File: src/rtl/pbts_pkg.sv
// ----------------------------------------------------------------------------
// pbts_pkg
// Shared types, codes and helpers for the priority bitmap task scheduler.
// ----------------------------------------------------------------------------
package pbts_pkg;

    // Command codes carried on the cmd field
    typedef enum logic [2:0] {
        CMD_TICK   = 3'd0,
        CMD_DELAY  = 3'd1,
        CMD_LOCK   = 3'd2,
        CMD_UNLOCK = 3'd3,
        CMD_SCHED  = 3'd4,
        CMD_START  = 3'd5
    } cmd_e_t;

    // Controller states
    typedef enum logic [2:0] {
        ST_IDLE,
        ST_WALK,
        ST_SCHED,
        ST_PICK,
        ST_FINISH
    } ctl_state_t;

    localparam logic [7:0] LOCK_MAX = 8'd255;
    localparam int unsigned MASK_W  = 32;
    localparam int unsigned PRIO_W  = 5;

    // Controller to datapath commands
    typedef struct packed {
        logic load;        // transaction accepted, clear result flags
        logic tick_begin;  // count tick, arm the delay walk
        logic delay_park;  // park running task with new delay
        logic lock_inc;
        logic lock_dec;
        logic start_init;  // reload ready set, clear delays, lock, ticks
        logic walk_step;   // advance the delay walk
        logic sched;       // schedule if unlocked
        logic start_pick;  // forced pick after start
        logic out_load;    // move result into output register
    } ctl_cmd_t;

    // Datapath to controller status
    typedef struct packed {
        logic lock_zero;
        logic lock_one;
        logic walk_done;
        logic out_free;
    } dp_stat_t;

    typedef struct packed {
        logic              found;
        logic [PRIO_W-1:0] idx;
    } pick_t;

    // Lowest set bit: isolate it, then OR the positions of the one-hot vector.
    function automatic pick_t lowest_set(input logic [MASK_W-1:0] bits);
        logic [MASK_W-1:0] iso;
        pick_t             res;
        iso       = bits & (~bits + {{(MASK_W-1){1'b0}}, 1'b1});
        res.found = |bits;
        res.idx   = '0;
        for (int p = 0; p < MASK_W; p++) begin
            if (iso[p])
            begin
                res.idx = res.idx | PRIO_W'(p);
            end
        end
        return res;
    endfunction

endpackage

File: src/rtl/pbts_ctrl.sv
// ----------------------------------------------------------------------------
// pbts_ctrl
// Command sequencer: accepts a transaction, steps the datapath, issues result.
// ----------------------------------------------------------------------------
module pbts_ctrl
    import pbts_pkg::*;
(
    input  logic       clk,
    input  logic       rst_n,
    input  logic       in_valid,
    output logic       in_stall,
    input  logic [2:0] cmd,
    input  dp_stat_t   stat,
    output ctl_cmd_t   dp_cmd
);

    ctl_state_t state_reg;
    ctl_state_t state_next;

    always_ff @(posedge clk or negedge rst_n)
    begin
        if (!rst_n)
        begin
            state_reg <= ST_IDLE;
        end
        else
        begin
            state_reg <= state_next;
        end
    end

    always_comb
    begin
        state_next = state_reg;
        dp_cmd     = '0;
        case (state_reg)
            ST_IDLE:
            begin
                if (in_valid)
                begin
                    dp_cmd.load = 1'b1;
                    case (cmd_e_t'(cmd))
                        CMD_TICK:
                        begin
                            dp_cmd.tick_begin = 1'b1;
                            state_next        = ST_WALK;
                        end
                        CMD_DELAY:
                        begin
                            dp_cmd.delay_park = 1'b1;
                            state_next        = ST_SCHED;
                        end
                        CMD_LOCK:
                        begin
                            dp_cmd.lock_inc = 1'b1;
                            state_next      = ST_FINISH;
                        end
                        CMD_UNLOCK:
                        begin
                            dp_cmd.lock_dec = !stat.lock_zero;
                            // reaching zero triggers a schedule
                            state_next = (stat.lock_one) ? ST_SCHED : ST_FINISH;
                        end
                        CMD_SCHED:
                        begin
                            state_next = ST_SCHED;
                        end
                        CMD_START:
                        begin
                            dp_cmd.start_init = 1'b1;
                            state_next        = ST_PICK;
                        end
                        default:
                        begin
                            state_next = ST_FINISH;
                        end
                    endcase
                end
            end
            ST_WALK:
            begin
                dp_cmd.walk_step = 1'b1;
                if (stat.walk_done)
                begin
                    state_next = ST_SCHED;
                end
            end
            ST_SCHED:
            begin
                dp_cmd.sched = 1'b1;
                state_next   = ST_FINISH;
            end
            ST_PICK:
            begin
                dp_cmd.start_pick = 1'b1;
                state_next        = ST_FINISH;
            end
            ST_FINISH:
            begin
                if (stat.out_free)
                begin
                    dp_cmd.out_load = 1'b1;
                    state_next      = ST_IDLE;
                end
            end
            default:
            begin
                state_next = ST_IDLE;
            end
        endcase
    end

    assign in_stall = (state_reg != ST_IDLE);

endmodule

File: src/rtl/pbts_datapath.sv
// ----------------------------------------------------------------------------
// pbts_datapath
// Ready bitmap, delay counter memory, lock/tick counters and output register.
// ----------------------------------------------------------------------------
module pbts_datapath
    import pbts_pkg::*;
#(
    parameter int unsigned PRIO_COUNT = 32
)
(
    input  logic        clk,
    input  logic        rst_n,
    input  ctl_cmd_t    dp_cmd,
    output dp_stat_t    stat,
    input  logic        cfg_wr_en,
    input  logic [31:0] cfg_wr_data,
    input  logic [15:0] delay_ticks,
    output logic        out_valid,
    input  logic        out_stall,
    output logic        switch_now,
    output logic [4:0]  next_prio,
    output logic        none_ready,
    output logic [7:0]  lock_depth,
    output logic [31:0] ticks_seen
);

    localparam int unsigned IDX_W = (PRIO_COUNT > 1) ? $clog2(PRIO_COUNT) : 1;
    localparam int unsigned CNT_W = $clog2(PRIO_COUNT + 1);
    localparam logic [63:0] VM64  = (64'd1 << PRIO_COUNT) - 64'd1;
    localparam logic [MASK_W-1:0] VALID_MASK = VM64[MASK_W-1:0];
    localparam logic [CNT_W-1:0]  WALK_END   = CNT_W'(PRIO_COUNT);

    // delay counter memory, entries valid only after a write since start/reset
    logic [15:0]           mem [PRIO_COUNT];
    logic [15:0]           mem_rd_reg;
    logic                  mem_we;
    logic                  mem_re;
    logic [IDX_W-1:0]      mem_waddr;
    logic [15:0]           mem_wdata;

    logic [MASK_W-1:0]     present_reg;
    logic [MASK_W-1:0]     ready_reg,      ready_next;
    logic [PRIO_COUNT-1:0] dvalid_reg,     dvalid_next;
    logic [PRIO_W-1:0]     running_reg,    running_next;
    logic [7:0]            lock_reg,       lock_next;
    logic [31:0]           ticks_reg,      ticks_next;
    logic                  sw_reg,         sw_next;
    logic                  none_reg,       none_next;
    logic [CNT_W-1:0]      walk_cnt_reg,   walk_cnt_next;
    logic                  proc_valid_reg, proc_valid_next;
    logic [IDX_W-1:0]      proc_idx_reg,   proc_idx_next;
    logic                  rd_ok_reg,      rd_ok_next;
    logic                  out_valid_reg,  out_valid_next;

    logic [PRIO_W-1:0]     out_prio_reg;
    logic                  out_sw_reg;
    logic                  out_none_reg;
    logic [7:0]            out_lock_reg;
    logic [31:0]           out_ticks_reg;

    logic [IDX_W-1:0]      walk_idx;
    logic [IDX_W-1:0]      run_idx;
    logic [15:0]           cur_delay;
    pick_t                 pick;

    assign walk_idx  = walk_cnt_reg[IDX_W-1:0];
    assign run_idx   = running_reg[IDX_W-1:0];
    assign cur_delay = rd_ok_reg ? mem_rd_reg : 16'd0;
    assign pick      = lowest_set(ready_reg & present_reg & VALID_MASK);
    assign mem_re    = dp_cmd.walk_step && (walk_cnt_reg != WALK_END);

    always_comb
    begin
        ready_next      = ready_reg;
        dvalid_next     = dvalid_reg;
        running_next    = running_reg;
        lock_next       = lock_reg;
        ticks_next      = ticks_reg;
        sw_next         = sw_reg;
        none_next       = none_reg;
        walk_cnt_next   = walk_cnt_reg;
        proc_valid_next = 1'b0;
        proc_idx_next   = proc_idx_reg;
        rd_ok_next      = rd_ok_reg;
        out_valid_next  = out_valid_reg && out_stall;
        mem_we          = 1'b0;
        mem_waddr       = run_idx;
        mem_wdata       = delay_ticks;

        if (dp_cmd.load)
        begin
            sw_next   = 1'b0;
            none_next = 1'b0;
        end

        if (dp_cmd.tick_begin)
        begin
            ticks_next    = ticks_reg + 32'd1;
            walk_cnt_next = '0;
        end

        // walk stage one: read entry walk_idx
        if (mem_re)
        begin
            walk_cnt_next   = walk_cnt_reg + CNT_W'(1);
            proc_valid_next = 1'b1;
            proc_idx_next   = walk_idx;
            rd_ok_next      = dvalid_reg[walk_idx];
        end

        // walk stage two: count down or mark ready
        if (proc_valid_reg && present_reg[proc_idx_reg])
        begin
            if (cur_delay != 16'd0)
            begin
                mem_we    = 1'b1;
                mem_waddr = proc_idx_reg;
                mem_wdata = cur_delay - 16'd1;
            end
            else
            begin
                ready_next[proc_idx_reg] = 1'b1;
            end
        end

        if (dp_cmd.delay_park)
        begin
            mem_we               = 1'b1;
            mem_waddr            = run_idx;
            mem_wdata            = delay_ticks;
            dvalid_next[run_idx] = 1'b1;
            ready_next[run_idx]  = 1'b0;
        end

        if (dp_cmd.lock_inc && (lock_reg != LOCK_MAX))
        begin
            lock_next = lock_reg + 8'd1;
        end

        if (dp_cmd.lock_dec)
        begin
            lock_next = lock_reg - 8'd1;
        end

        if (dp_cmd.start_init)
        begin
            ready_next  = present_reg & VALID_MASK;
            dvalid_next = '0;
            ticks_next  = '0;
            lock_next   = '0;
        end

        if (dp_cmd.sched && (lock_reg == 8'd0))
        begin
            if (!pick.found)
            begin
                none_next = 1'b1;
            end
            else if (pick.idx != running_reg)
            begin
                running_next = pick.idx;
                sw_next      = 1'b1;
            end
        end

        if (dp_cmd.start_pick)
        begin
            if (pick.found)
            begin
                running_next = pick.idx;
                sw_next      = 1'b1;
            end
            else
            begin
                none_next = 1'b1;
            end
        end

        if (dp_cmd.out_load)
        begin
            out_valid_next = 1'b1;
        end
    end

    always_ff @(posedge clk or negedge rst_n)
    begin
        if (!rst_n)
        begin
            present_reg    <= '0;
            ready_reg      <= '0;
            dvalid_reg     <= '0;
            running_reg    <= '0;
            lock_reg       <= '0;
            ticks_reg      <= '0;
            sw_reg         <= 1'b0;
            none_reg       <= 1'b0;
            walk_cnt_reg   <= '0;
            proc_valid_reg <= 1'b0;
            proc_idx_reg   <= '0;
            rd_ok_reg      <= 1'b0;
            out_valid_reg  <= 1'b0;
        end
        else
        begin
            if (cfg_wr_en)
            begin
                present_reg <= cfg_wr_data;
            end
            ready_reg      <= ready_next;
            dvalid_reg     <= dvalid_next;
            running_reg    <= running_next;
            lock_reg       <= lock_next;
            ticks_reg      <= ticks_next;
            sw_reg         <= sw_next;
            none_reg       <= none_next;
            walk_cnt_reg   <= walk_cnt_next;
            proc_valid_reg <= proc_valid_next;
            proc_idx_reg   <= proc_idx_next;
            rd_ok_reg      <= rd_ok_next;
            out_valid_reg  <= out_valid_next;
        end
    end

    always_ff @(posedge clk)
    begin
        if (mem_we)
        begin
            mem[mem_waddr] <= mem_wdata;
        end
        if (mem_re)
        begin
            mem_rd_reg <= mem[walk_idx];
        end
    end

    always_ff @(posedge clk)
    begin
        if (dp_cmd.out_load)
        begin
            out_sw_reg    <= sw_reg;
            out_prio_reg  <= running_reg;
            out_none_reg  <= none_reg;
            out_lock_reg  <= lock_reg;
            out_ticks_reg <= ticks_reg;
        end
    end

    assign stat.lock_zero = (lock_reg == 8'd0);
    assign stat.lock_one  = (lock_reg == 8'd1);
    assign stat.walk_done = (walk_cnt_reg == WALK_END) && !proc_valid_reg;
    assign stat.out_free  = !out_valid_reg || !out_stall;

    assign out_valid  = out_valid_reg;
    assign switch_now = out_sw_reg;
    assign next_prio  = out_prio_reg;
    assign none_ready = out_none_reg;
    assign lock_depth = out_lock_reg;
    assign ticks_seen = out_ticks_reg;

    // a schedule reports either a switch or an empty set, never both
    a_sw_none: assert property (@(posedge clk) disable iff (!rst_n)
        dp_cmd.out_load |-> !(sw_reg && none_reg))
        else $error("switch and none_ready both set");

    // running task always lies inside the priority range
    a_run_range: assert property (@(posedge clk) disable iff (!rst_n)
        running_reg < PRIO_W'(PRIO_COUNT - 1) || running_reg == PRIO_W'(PRIO_COUNT - 1))
        else $error("running priority out of range");

    // a pending result is never overwritten
    a_no_overrun: assert property (@(posedge clk) disable iff (!rst_n)
        dp_cmd.out_load |-> (!out_valid_reg || !out_stall))
        else $error("result register overrun");

    // start clears lock depth and tick count
    a_start_clear: assert property (@(posedge clk) disable iff (!rst_n)
        dp_cmd.start_init |=> (lock_reg == 8'd0) && (ticks_reg == 32'd0))
        else $error("start did not clear counters");

endmodule

File: src/rtl/priority_bitmap_task_scheduler_top.sv
// Sequence: tick counts, walks the delay counters, then schedules; start
//   picks; delay, sched, unlock-to-zero schedule; other commands do neither.
// Throughput: one transaction at a time; the tick walk over the delay counter
//   memory (one entry per cycle, one read and one write port) sets the rate.
// Reset (rst_n, async, active low) clears control state; delay counters read
//   as zero through per-entry valid bits, so there is no clearing pass.
// ----------------------------------------------------------------------------
// priority_bitmap_task_scheduler_top
// One-task-per-priority scheduler with a ready bitmap, per-task tick delays,
// lock nesting and a tick counter. Lowest priority number wins.
// ----------------------------------------------------------------------------
module priority_bitmap_task_scheduler_top
    import pbts_pkg::*;
#(
    parameter int unsigned PRIO_COUNT = 32
)
(
    input  logic        clk,
    input  logic        rst_n,
    // present task mask register
    input  logic        cfg_wr_en,
    input  logic [31:0] cfg_wr_data,
    // command channel
    input  logic        in_valid,
    output logic        in_stall,
    input  logic [2:0]  cmd,
    input  logic [15:0] delay_ticks,
    // result channel
    output logic        out_valid,
    input  logic        out_stall,
    output logic        switch_now,
    output logic [4:0]  next_prio,
    output logic        none_ready,
    output logic [7:0]  lock_depth,
    output logic [31:0] ticks_seen
);

    // Controller decodes each command transaction into datapath steps:
    //   tick   -> count, then walk every delay counter (read one / update the
    //             previous one each cycle), then schedule
    //   delay  -> park running task, then schedule
    //   start  -> reload ready set, then forced pick
    //   result -> loaded into the output register once it is free, so the
    //             next command can be accepted while a result waits
    ctl_cmd_t dp_cmd;
    dp_stat_t stat;

    pbts_ctrl u_ctrl (
        .clk      (clk),
        .rst_n    (rst_n),
        .in_valid (in_valid),
        .in_stall (in_stall),
        .cmd      (cmd),
        .stat     (stat),
        .dp_cmd   (dp_cmd)
    );

    pbts_datapath #(
        .PRIO_COUNT (PRIO_COUNT)
    ) u_datapath (
        .clk         (clk),
        .rst_n       (rst_n),
        .dp_cmd      (dp_cmd),
        .stat        (stat),
        .cfg_wr_en   (cfg_wr_en),
        .cfg_wr_data (cfg_wr_data),
        .delay_ticks (delay_ticks),
        .out_valid   (out_valid),
        .out_stall   (out_stall),
        .switch_now  (switch_now),
        .next_prio   (next_prio),
        .none_ready  (none_ready),
        .lock_depth  (lock_depth),
        .ticks_seen  (ticks_seen)
    );

endmodule

File: config.mk
export PLATFORM = sky130hd
export DESIGN_NAME = priority_bitmap_task_scheduler_top
export DESIGN_NICKNAME = d
export VERILOG_FILES = /design/src/rtl/pbts_pkg.sv /design/src/rtl/pbts_ctrl.sv /design/src/rtl/pbts_datapath.sv /design/src/rtl/priority_bitmap_task_scheduler_top.sv
export SDC_FILE = /design/constraint.sdc
export NUM_CORES = 1
export LEC_CHECK = 0
export BUFFER_PORTS_ARGS = -buffer_cell sky130_fd_sc_hd__buf_4
export CORE_UTILIZATION = 40
export CTS_CLUSTER_DIAMETER = 30
export DETAILED_ROUTE_END_ITERATION = 7
export PLACE_DENSITY = 0.56
export SLEW_MARGIN = 10
export SYNTH_ARGS = -nofsm -noshare
export SYNTH_HDL_FRONTEND = slang
export SYNTH_SLANG_ARGS = --single-unit
export TNS_END_PERCENT = 50
File: constraint.sdc
create_clock -name clk -period 7.09 [get_ports clk]
set_clock_uncertainty 0.1 [all_clocks]
set_input_delay 1.418 -clock clk [delete_from_list [all_inputs] [get_ports clk]]
set_output_delay 1.418 -clock clk [all_outputs]
set_load 0.1 [all_outputs]
==> flow_metrics.env <==
export IMPL_outcome="completed"
export IMPL_syn_area_per_cell_sq_um=16.5
export IMPL_crit_fanout=35
export IMPL_slew_violations=0
export IMPL_post_dp_cell_area_sq_mm=0.0330
export IMPL_drive_above_1_share_pct=30.3
export IMPL_grt_pass1_wl_mm=119
export IMPL_tns_ns=0
export IMPL_cts_max_level=4
export IMPL_drtPass1Iterations=7
export IMPL_drt_wirelength_per_cell_microns=24.8
export IMPL_drt_iter0_markers=1662
export IMPL_async_flop_share_pct=21.8
export IMPL_fmax_mhz=207
export IMPL_p_int_mw=10.4
export IMPL_dp_slack_ns=2.23
export IMPL_start_kind="flip-flop"
export IMPL_switching_share_pct=29.2
export IMPL_num_vias=18000
export IMPL_io_pins=105
export IMPL_final_nets=2117
export IMPL_ys_top_cells_by_area="edfxtp_1 (56%), mux4_2 (13%), dfrtp_1 (13%), nor2_1 (2.2%), mux2_2 (2.0%)"
export IMPL_max_clock_path_buffers=3
export IMPL_row_count=101
export IMPL_hp_class="flip-flop to flip-flop"
export IMPL_vias_per_cell=5.63
export IMPL_place_congestion=0.848
export IMPL_post_cts_buffers=0
export IMPL_yosysMostFrequentCell="edfxtp_1"
export IMPL_period_share_pct=68.1
export IMPL_clock_latency_ns=0.71
export IMPL_vdd_drop_max_uv=220
export IMPL_dieHeight_microns=280
export IMPL_setup_viol=0
export IMPL_n_fill_cell=6301
export IMPL_ys_seq_area_share_pct=68.9
export IMPL_start_util_pct=40.5
export IMPL_die_area_sq_mm=0.0783
export IMPL_rsz0062_at_grt="false"
export IMPL_cp_arrival_ns=5.05
export IMPL_syn_inst=1877
export IMPL_final_antenna_net_count=0
export IMPL_worstPathRequired_ns=7.31
export IMPL_clk_pin_slew_worst_paths_ns=0.05
export IMPL_regMostFlops="u_datapath.mem"
export IMPL_core_sq_mm=0.0762
export IMPL_p_leak_nw=13.0
export IMPL_cts_resized=0
export IMPL_largest_reg_flops=512
export IMPL_ys_flop_type="edfxtp_1"
export IMPL_synthDominantCellAreaShare_pct=55.9
export IMPL_relSlewSlack_pct=17.5
export IMPL_tightest_slew_ns=1.23
export IMPL_drc=0
export IMPL_yosys_area_top_type="edfxtp_1"
export IMPL_track_usage_pct=20.7
export IMPL_layout_setup_ws_ns=2.26
export IMPL_endpoint_kind="flip-flop"
export IMPL_p_seq_share_pct=36.0
export IMPL_antennaDiodeCount=0
export IMPL_grt_pass1_vias=18500
export IMPL_cts_buffers=145
export IMPL_hold_violations=0
export IMPL_p_clk_share_pct=46.1
export IMPL_postCtsHoldBufs=0
export IMPL_synth_cell_types=71
export IMPL_cts_tree="yes"
export IMPL_synth_net_count=1940
export IMPL_switching_power_mw=4.30
export IMPL_synth_common_cells="edfxtp_1 (575), mux4_2 (180), nor2_1 (180)"
export IMPL_p_comb_share_pct=17.9
export IMPL_finalWorstPathRequiredPeriod_ns=4.83
export IMPL_wirelength_mm=79.4
export IMPL_dpl_hpwl_mm=50.7
export IMPL_fin_area_sq_mm=0.0380
export IMPL_ys_ff_latch=735
export IMPL_grt_antenna_before_repair=1
export IMPL_drv_cap=0
export IMPL_cts_root_buffer="clkbuf_16"
export IMPL_ys_warn_count=0
export IMPL_cts_sinks=735
export IMPL_grt_ovfl_total=0
export IMPL_power_density_mw_per_mm2=388
export IMPL_crit_type="flip-flop to flip-flop"
export IMPL_port_buffers=104
export IMPL_die_w_microns=280
export IMPL_grt_max_degree=108
export IMPL_syn_area_sq_mm=0.0309
export IMPL_synth_edff_count=575
export IMPL_area_growth_pct=22.9
## per-stage QoR
stage / hold WS, ns / power (mW) / utilization (%) / instances
floorplan: 0.323 / 7.20 / - / 1877
global placement: 0.348 / 7.99 / 43.3 / 2937
detailed placement: 0.342 / 8.02 / 43.3 / 2937
CTS: 0.347 / 14.9 / 49.8 / 3205
global route: 0.353 / 15.3 / 49.8 / 3205
finish: 0.345 / 14.7 / 49.8 / 3205
## critical path: stages, from the launching register on
cell      delay, ns
dfrtp_1        0.72
mux4_2         0.34
mux4_2         0.26
mux2i_1        0.09
nor2_2         0.10
buf_4          0.31
nand3_2        0.81
buf_4          0.50
a211oi_1       0.25
a21o_1         0.92
## placed cells by master, fill, tap and decap left out, types with 9 or more instances in the layout
| cell | synthesis | layout |
|---|---|---|
| mux4_2 | 180 | 180 |
| clkinv_2 | 0 | 26 |
| o21ai_0 | 54 | 48 |
| edfxtp_1 | 575 | 575 |
| nand3_1 | 42 | 41 |
| mux2_2 | 54 | 54 |
| nand4_1 | 24 | 24 |
| or3_1 | 20 | 20 |
| nand3b_1 | 11 | 11 |
| xnor2_1 | 23 | 23 |
| nand2_1 | 124 | 124 |
| clkbuf_1 | 67 | 17 |
| a21oi_2 | 3 | 19 |
| o21a_1 | 16 | 16 |
| bufinv_16 | 0 | 16 |
| inv_1 | 20 | 20 |
| buf_4 | 2 | 128 |
| nor3_1 | 39 | 38 |
| mux2i_1 | 9 | 9 |
| xor2_1 | 14 | 14 |
| nor2_2 | 1 | 13 |
| a32oi_1 | 15 | 15 |
| a311oi_1 | 17 | 17 |
| dfrtp_1 | 160 | 156 |
| a22oi_1 | 19 | 19 |
| a21oi_1 | 40 | 23 |
| clkinvlp_4 | 0 | 18 |
| clkbuf_16 | 0 | 149 |
| nor2_1 | 180 | 168 |
| clkinv_1 | 0 | 17 |
## power groups by stage
stage / Combinational [mW] / Sequential [mW] / Clock (mW)
2_1_floorplan: 1.55 / 5.65 / 0
3_3_place_gp: 2.63 / 5.36 / 0
3_5_place_dp: 2.65 / 5.37 / 0
4_1_cts: 2.66 / 5.30 / 6.89
5_1_grt: 2.81 / 5.34 / 7.11
6_report: 2.64 / 5.30 / 6.79
## cells by family (layout without fill, tap and decap cells)
logic type	Yosys count	in the layout	share of synthesized area, %
AO/OA/AOI/OAI	236	236	5.23
XOR/XNOR	37	37	1.05
adder cells (fa/ha/maj)	7	7	0.284
buffers and inverters	120	418	1.54
flip-flops	735	735	68.9
multiplexers	243	243	15.4
AND/OR/NAND/NOR	499	499	7.64
## per-layer routing
metal | track usage [%] | up-vias | wire, microns
met4 | 8.35 | 2 | 2510
met1 | 28.8 | 9350 | 34300
met5 | 0 | - | 10
met2 | 31.8 | 678 | 37100
li1 | - | 7867 | -
met3 | 4.46 | 141 | 5440
## area by class of cell
| cell class | instances | area [sq um] | share of cell area [%] |
|---|---|---|---|
| clock inverters | 98 | 1130 | 2.97 |
| well taps | 1030 | 1290 | 3.40 |
| multi-input cells | 1022 | 9340 | 24.6 |
| repair buffers | 130 | 992 | 2.61 |
| inverters | 20 | 75.1 | 0.198 |
| clock buffers | 170 | 3850 | 10.1 |
| flip-flops and latches | 735 | 21300 | 56.1 |
## path summary, 6_finish.rpt
check / from / to / slack [ns] / cells past startpoint
max: u_datapath.proc_idx_reg[0]$_DFFE_PN0P_ / u_datapath.mem[20][11]$_DFFE_PP_ / 2.26 / 9
max in group asynchronous: rst_n / u_datapath.ticks_reg[0]$_DFFE_PN0P_ / 4.79 / 2
min reg2reg: u_datapath.none_reg$_DFF_PN0_ / u_datapath.none_ready$_DFFE_PP_ / 0.35 / 0
min in group asynchronous: rst_n / u_datapath.present_reg[15]$_DFFE_PN0P_ / 0.68 / 1
min: u_datapath.none_reg$_DFF_PN0_ / u_datapath.none_ready$_DFFE_PP_ / 0.35 / 0
max reg2reg: u_datapath.proc_idx_reg[0]$_DFFE_PN0P_ / u_datapath.mem[20][11]$_DFFE_PP_ / 2.26 / 9
(Power assumes the default switching activity.)
